[config.mk]
export PLATFORM = sky130hd
export DESIGN_NAME = alir_ctrl
export DESIGN_NICKNAME = d
export VERILOG_FILES = /design/src/alir_pkg.sv /design/src/alir_ctrl.sv
export VERILOG_INCLUDE_DIRS = /design/src /design/src/src
export SDC_FILE = /design/constraint.sdc
export NUM_CORES = 1
export LEC_CHECK = 0
export BUFFER_PORTS_ARGS = -buffer_cell sky130_fd_sc_hd__buf_2
export CAP_MARGIN = 20
export CORE_UTILIZATION = 63
export CTS_BUF_LIST = sky130_fd_sc_hd__clkbuf_8
export CTS_CLUSTER_DIAMETER = 40
export CTS_CLUSTER_SIZE = 20
export DETAILED_ROUTE_END_ITERATION = 10
export HOLD_SLACK_MARGIN = 0.12
export PLACE_DENSITY = 0.89
export SETUP_SLACK_MARGIN = 0.2
export SYNTH_ARGS = -nofsm -noshare
export SYNTH_HDL_FRONTEND = slang
export SYNTH_SLANG_ARGS = --single-unit
[constraint.sdc]
create_clock -name clk -period 9.87 [get_ports clk]
set_input_delay 0.4935 -clock clk [delete_from_list [all_inputs] [get_ports clk]]
set_output_delay 0.4935 -clock clk [all_outputs]
set_load 0.005 [all_outputs]
[src/array_list_insert_remove_defines.svh]
// assertion macros shared by the list engine modules
`ifndef ARRAY_LIST_INSERT_REMOVE_DEFINES_SVH
`define ARRAY_LIST_INSERT_REMOVE_DEFINES_SVH

// checked on every clock edge outside reset
`define ALIR_ASSERT(name, prop, msg) \
	name: assert property (@(posedge clk) disable iff (!arst_n) prop) else $error(msg);

// checked on every clock edge, reset included
`define ALIR_ASSERT_RST(name, prop, msg) \
	name: assert property (@(posedge clk) prop) else $error(msg);

`endif

[src/alir_pkg.sv]
package alir_pkg;

	localparam int CAPACITY_DEF    = 512;
	localparam int ENTRY_WIDTH_DEF = 16;

	localparam int FUNC_W  = 3;
	localparam int POS_W   = 10;
	localparam int VAL_W   = 16;
	localparam int OUT_W   = 16;
	localparam int ST_W    = 2;
	localparam int CNT_W   = 10;
	localparam int TDATA_W = 32;

	// operation codes
	localparam logic [FUNC_W-1:0] FN_INS_FRONT = 3'd0;
	localparam logic [FUNC_W-1:0] FN_INS_BACK  = 3'd1;
	localparam logic [FUNC_W-1:0] FN_INS_AT    = 3'd2;
	localparam logic [FUNC_W-1:0] FN_REM_FRONT = 3'd3;
	localparam logic [FUNC_W-1:0] FN_REM_BACK  = 3'd4;
	localparam logic [FUNC_W-1:0] FN_REM_AT    = 3'd5;
	localparam logic [FUNC_W-1:0] FN_READ_AT   = 3'd6;

	// status codes
	localparam logic [ST_W-1:0] ST_OK    = 2'd0;
	localparam logic [ST_W-1:0] ST_FULL  = 2'd1;
	localparam logic [ST_W-1:0] ST_EMPTY = 2'd2;
	localparam logic [ST_W-1:0] ST_RANGE = 2'd3;

	typedef enum logic [2:0] {
		S_IDLE,
		S_RUN,
		S_DRAIN,
		S_PUT,
		S_DONE
	} state_t;

	typedef enum logic [1:0] {
		K_NOP,
		K_INS,
		K_REM,
		K_READ
	} kind_t;

	typedef struct packed {
		logic [CNT_W-1:0] entry_count;
		logic [ST_W-1:0]  status;
		logic [OUT_W-1:0] entry_out;
	} res_t;

endpackage

[src/alir_ctrl.sv]
`include "array_list_insert_remove_defines.svh"

module alir_ctrl #(
	parameter int CAPACITY    = alir_pkg::CAPACITY_DEF,
	parameter int ENTRY_WIDTH = alir_pkg::ENTRY_WIDTH_DEF,
	localparam int AW = (CAPACITY > 1) ? $clog2(CAPACITY) : 1
) (
	input  logic                        clk,
	input  logic                        arst_n,
	input  logic                        in_valid,
	output logic                        in_ready,
	input  logic [alir_pkg::FUNC_W-1:0] func,
	input  logic [alir_pkg::POS_W-1:0]  position,
	input  logic [alir_pkg::VAL_W-1:0]  entry_value,
	output logic                        res_valid,
	input  logic                        res_ready,
	output alir_pkg::res_t              res,
	output logic                        mem_we,
	output logic [AW-1:0]               mem_waddr,
	output logic [ENTRY_WIDTH-1:0]      mem_wdata,
	output logic                        mem_re,
	output logic [AW-1:0]               mem_raddr,
	input  logic [ENTRY_WIDTH-1:0]      mem_rdata
);

	import alir_pkg::*;

	localparam int CW = $clog2(CAPACITY + 1);
	localparam int PW = (CW > POS_W) ? CW : POS_W;

	state_t state_q, state_d;
	logic [CW-1:0]          count_q;
	kind_t                  kind_q;
	logic [AW-1:0]          pos_q;
	logic [AW-1:0]          ptr_q;
	logic [AW-1:0]          stop_q;
	logic                   first_q;
	logic [ENTRY_WIDTH-1:0] val_q;
	logic [ST_W-1:0]        status_q;
	logic [OUT_W-1:0]       entry_q;
	logic                   v_s1;
	logic                   first_s1;
	logic [AW-1:0]          addr_s1;

	logic            accept;
	kind_t           dec_kind;
	logic            dec_ok;
	logic [ST_W-1:0] dec_status;
	logic [PW-1:0]   cnt_ext;
	logic [PW-1:0]   pos_ext;
	logic [PW-1:0]   tgt;
	logic [63:0]     val64;
	logic [63:0]     rd64;
	logic [PW-1:0]   cnt_out;

	assign accept  = in_valid && in_ready;
	assign cnt_ext = PW'(count_q);
	assign pos_ext = PW'(position);
	assign val64   = 64'(entry_value);
	assign rd64    = 64'(mem_rdata);

	// decode of the offered beat against the current count
	always_comb begin
		dec_kind   = K_NOP;
		dec_status = ST_OK;
		tgt        = '0;
		unique case (func) inside
			FN_INS_FRONT, FN_INS_BACK, FN_INS_AT: begin
				dec_kind = K_INS;
				if (func == FN_INS_BACK) begin
					tgt = cnt_ext;
				end else if (func == FN_INS_AT) begin
					tgt = pos_ext;
				end
				if (count_q == CW'(CAPACITY)) begin
					dec_status = ST_FULL;
				end else if (tgt > cnt_ext) begin
					dec_status = ST_RANGE;
				end
			end
			FN_REM_FRONT, FN_REM_BACK, FN_REM_AT, FN_READ_AT: begin
				dec_kind = (func == FN_READ_AT) ? K_READ : K_REM;
				if (func == FN_REM_BACK) begin
					tgt = cnt_ext - PW'(1);
				end else if (func == FN_REM_AT || func == FN_READ_AT) begin
					tgt = pos_ext;
				end
				if (count_q == '0) begin
					dec_status = ST_EMPTY;
				end else if (tgt >= cnt_ext) begin
					dec_status = ST_RANGE;
				end
			end
			default: begin
				dec_kind = K_NOP;
			end
		endcase
		dec_ok = (dec_status == ST_OK) && (dec_kind != K_NOP);
	end

	// next state
	always_comb begin
		state_d = state_q;
		unique case (state_q)
			S_IDLE: begin
				if (accept) begin
					if (!dec_ok) begin
						state_d = S_DONE;
					end else if (dec_kind == K_INS && tgt == cnt_ext) begin
						state_d = S_PUT;
					end else begin
						state_d = S_RUN;
					end
				end
			end
			S_RUN: begin
				if (ptr_q == stop_q) begin
					state_d = S_DRAIN;
				end
			end
			S_DRAIN: begin
				state_d = (kind_q == K_INS) ? S_PUT : S_DONE;
			end
			S_PUT: begin
				state_d = S_DONE;
			end
			S_DONE: begin
				if (res_ready) begin
					state_d = S_IDLE;
				end
			end
			default: begin
				state_d = S_IDLE;
			end
		endcase
	end

	// outputs and memory port
	always_comb begin
		in_ready  = 1'b0;
		res_valid = 1'b0;
		mem_re    = 1'b0;
		mem_raddr = ptr_q;
		mem_we    = 1'b0;
		mem_waddr = (kind_q == K_INS) ? addr_s1 + AW'(1) : addr_s1 - AW'(1);
		mem_wdata = mem_rdata;
		unique case (state_q)
			S_IDLE: begin
				in_ready = 1'b1;
			end
			S_RUN, S_DRAIN: begin
				mem_re = (state_q == S_RUN);
				// first read of a removal or read returns the result, not a move
				mem_we = v_s1 && !(first_s1 && kind_q != K_INS);
			end
			S_PUT: begin
				mem_we    = 1'b1;
				mem_waddr = pos_q;
				mem_wdata = val_q;
			end
			S_DONE: begin
				res_valid = 1'b1;
			end
			default: begin
				in_ready = 1'b0;
			end
		endcase
	end

	assign cnt_out         = PW'(count_q);
	assign res.entry_out   = entry_q;
	assign res.status      = status_q;
	assign res.entry_count = cnt_out[CNT_W-1:0];

	always_ff @(posedge clk or negedge arst_n) begin
		if (!arst_n) begin
			state_q <= S_IDLE;
			count_q <= '0;
			v_s1    <= 1'b0;
		end else begin
			state_q <= state_d;
			v_s1    <= (state_q == S_RUN);
			if (accept && dec_ok) begin
				if (dec_kind == K_INS) begin
					count_q <= count_q + CW'(1);
				end else if (dec_kind == K_REM) begin
					count_q <= count_q - CW'(1);
				end
			end
		end
	end

	always_ff @(posedge clk) begin
		if (accept) begin
			kind_q   <= dec_kind;
			status_q <= dec_status;
			entry_q  <= '0;
			pos_q    <= AW'(tgt);
			val_q    <= val64[ENTRY_WIDTH-1:0];
			first_q  <= (dec_kind != K_INS);
			if (dec_kind == K_INS) begin
				ptr_q  <= AW'(cnt_ext - PW'(1));
				stop_q <= AW'(tgt);
			end else begin
				ptr_q  <= AW'(tgt);
				stop_q <= (dec_kind == K_READ) ? AW'(tgt) : AW'(cnt_ext - PW'(1));
			end
		end
		if (state_q == S_RUN) begin
			addr_s1  <= ptr_q;
			first_s1 <= first_q;
			first_q  <= 1'b0;
			ptr_q    <= (kind_q == K_INS) ? ptr_q - AW'(1) : ptr_q + AW'(1);
		end
		if (v_s1 && first_s1 && kind_q != K_INS) begin
			entry_q <= rd64[OUT_W-1:0];
		end
	end

	`ALIR_ASSERT(a_count_bound, count_q <= CW'(CAPACITY), "list count beyond capacity")
	`ALIR_ASSERT(a_no_write_idle, (state_q == S_IDLE || state_q == S_DONE) |-> !mem_we, "store written outside an operation")
	`ALIR_ASSERT(a_count_hold, !(in_valid && in_ready) |=> $stable(count_q), "count moved without a new beat")
	`ALIR_ASSERT(a_leave_idle, (in_valid && in_ready) |=> (state_q != S_IDLE), "accepted beat not started")

endmodule

==> results_dict.tcl <==
set metrics [dict create \
    globalRouteOverflowTotal 0 \
    gp_congestion 1.09 \
    synthFlopType "edfxtp_1" \
    yosysTopAreaCell "edfxtp_1" \
    slew_violations 0 \
    setup_violations 0 \
    hold_class "input pin to register" \
    vias_per_cell 6.25 \
    fin_total_pwr_uw 1950 \
    syn_nets 734 \
    synth_top_family_by_area "compound AO/OA/AOI/OAI gates" \
    syn_inst 643 \
    drc 0 \
    max_cap_violations 0 \
    layout-drive-gt1-share 0.243 \
    hold_start "entry_value[3]" \
    worstReg2RegStart "cnt_ext[0]$_DFFE_PN0P_" \
    post-place-ws_ps 5280 \
    fillers 701 \
    yosys.area_share.simple 0.161 \
    synth_edf_count 73 \
    final_common_cell "buf_2" \
    start_util 0.647 \
    holdPathStages 1 \
    grt_antenna_before_repair 0 \
    drt-total-wl_um 17000 \
    h-tree-depth 3 \
    p_per_area_nw_per_um2 277 \
    grtUsageTotal 0.337 \
    antenna_left 0 \
    antenna_cells 0 \
    die-area_sq_um 10300 \
    hold_viol_final 0 \
    synth_xor_xnor_area_share 0.0643 \
    vias 5460 \
    r2r_slack_ps 5160 \
    cts_buffers 9 \
    maxSlewHeadroom 0.338 \
    rows 36 \
    rsz0062_at_grt "false" \
    fmax_mhz 212 \
    ir_drop_uv 124 \
    cts_num_sinks 88 \
    core_sq_um 9680 \
    synthAdderAreaFrac 0.0863 \
    r2r-end "cnt_ext[9]$_DFFE_PN0P_" \
    grt_pass1_vias 5160 \
    holdPathEnd "val_q[3]$_DFFE_PP_" \
    syn_area_sq_um 6260 \
    synth-seq-cells 88 \
    hpwl_um 12600 \
    io_buffers 114 \
    fin_nets 827 \
    crit_type "register to register" \
    first_iter_violations 411 \
    post_cts_resized 0 \
    die_w_um 102 \
    post_drt_wl_per_cell_um 19.5 \
    fin_cells 874 \
    worst_pin_slew_ps 993 \
    cts_tree "built" \
    arrival_ps 4990 \
    period_needed_ps 4710 \
    grt_pass1_wl_um 26200 \
    dr.pass1.iters 5 \
    grt_max_degree 38 \
    total_leakage_power_uw 0.00291 \
    final_cell_mix "114 x buf_2, 73 x edfxtp_1, 66 x nand2_1" \
    finClkSkew_ps 15.5 \
    cts_hold_buf 1 \
    muxShareOfSynthArea 0.0471 \
    rr_worst_depth 14 \
    fin_ws_ps 5160 \
    tns_ps 0 \
    synth_top_area_share 0.350 \
    die_h_um 102 \
    synth_area_leaders "edfxtp_1 35%, ha_1 8.0%, dfrtp_1 5.6%" \
    clkLatencyLatePin_ps 370 \
    clk_pin_slew_worst_paths_ps 90 \
    cp.required_ps 10150 \
    area_growth_pct 12.2 \
    crit_path_end_kind "register" \
    ys_warn_count 0 \
    seq_area_sq_um 2560 \
    fin_crit_sh 0.477 \
    cp-start-kind "register" \
    clock_path_buffers 2 \
    outcome "completed" \
    synth_compound_area_frac 0.183 \
    yosysUniqueCellTypes 78 \
    io_pins 115 \
    ys_seq_area_frac 0.409 \
    avgSynthCellArea_sq_um 9.74 \
    dp.cells 857 \
    synthArstFlopShare 0.159 \
    path_max_fanout 18 \
    cts_setup_buffers 0 \
    multi_input_area_sq_um 3400 \
    root_buffer "clkbuf_8" \
]
==> metrics by stage <==
stage               hold slack (ps)   util  area, sq um
finish                          293  0.726         7030
floorplan                       198      -         6260
global placement                404  0.705         6820
CTS                             283  0.726         7030
detailed placement              409  0.705         6820
global route                    285  0.726         7030
==> logic make-up (layout without fill, tap and decap cells) <==
logic type | count (synthesis) | after routing
AND/OR/NAND/NOR | 201 | 201
AO/OA/AOI/OAI | 174 | 174
flip-flops | 88 | 88
buffers and inverters | 65 | 163
XOR/XNOR | 46 | 46
adder cells (fa/ha/maj) | 42 | 42
multiplexers | 27 | 27
==> where the power goes <==
group          switching, uW  internal, uW
sequential               151           580
combinational            556           418
clock                    128           117
==> per-layer routing <==
| metal | vias up | global-route usage | part of all wire |
|---|---|---|---|
| met5 | - | 0 | 0 |
| met4 | 0 | 0.195 | 0.041 |
| met3 | 58 | 0.0642 | 0.087 |
| met2 | 331 | 0.568 | 0.49 |
| met1 | 2550 | 0.402 | 0.38 |
| li1 | 2521 | - | - |
==> synth_stat cells, types with 5 or more instances <==
| cell type | count |
|---|---|
| inv_1 | 25 |
| o21ai_0 | 37 |
| nor2_1 | 48 |
| xor2_1 | 10 |
| buf_6 | 6 |
| edfxtp_1 | 73 |
| nor3_1 | 6 |
| clkbuf_1 | 18 |
| a21o_1 | 8 |
| nor2b_1 | 12 |
| ha_1 | 40 |
| buf_2 | 8 |
| and2_1 | 17 |
| xnor2_1 | 36 |
| dfrtp_1 | 14 |
| nand2b_1 | 5 |
| o211ai_1 | 8 |
| a21oi_1 | 57 |
| mux2i_1 | 7 |
| mux2_2 | 20 |
| nand3_1 | 9 |
| nand2_1 | 66 |
| nand4_1 | 9 |
==> how the worst max path moves through the flow <==
stage,start,to,slack (ps),cells after the start
floorplan,cnt_ext[0]$_DFFE_PN0P_,cnt_ext[4]$_DFFE_PN0P_,6250,16
global placement,cnt_ext[0]$_DFFE_PN0P_,cnt_ext[9]$_DFFE_PN0P_,5500,14
detailed placement,cnt_ext[0]$_DFFE_PN0P_,cnt_ext[9]$_DFFE_PN0P_,5280,14
CTS,cnt_ext[0]$_DFFE_PN0P_,cnt_ext[9]$_DFFE_PN0P_,5280,14
global route,cnt_ext[0]$_DFFE_PN0P_,cnt_ext[9]$_DFFE_PN0P_,4870,14
finish,cnt_ext[0]$_DFFE_PN0P_,cnt_ext[9]$_DFFE_PN0P_,5160,14
==> flip-flops by register name, indices dropped and copies added (netlist names) <==
| name | count |
|---|---|
| pos_q | 9 |
| status_q | 2 |
| addr_s1 | 9 |
| first_s1 | 1 |
| val_q | 16 |
| state_q | 3 |
| mem_raddr | 9 |
| cnt_ext | 10 |
| stop_q | 9 |
| v_s1 | 1 |
| entry_q | 16 |
| first_q | 1 |
| kind_q | 2 |
==> area by class of cell <==
cell class | instances | share of cell area
flip-flops and latches | 88 | 0.365
multi-input cells | 490 | 0.483
clock buffers | 9 | 0.0176
well taps | 133 | 0.0237
inverters | 30 | 0.0160
clock inverters | 7 | 0.0101
repair buffers | 117 | 0.0847
==> critical path, cell delays in order, from the launching register on <==
cell and delay (ps):
dfrtp_1 610, inv_1 260, ha_1 300, or3b_4 430
xnor2_1 300, o21ai_0 120, a21boi_0 220, nor2_1 70
ha_1 210, a2111oi_0 360, a21oi_1 170, o31ai_2 360
nand4_1 640, a21oi_1 390, xnor2_1 170
Power figures use the tool's default switching activity.
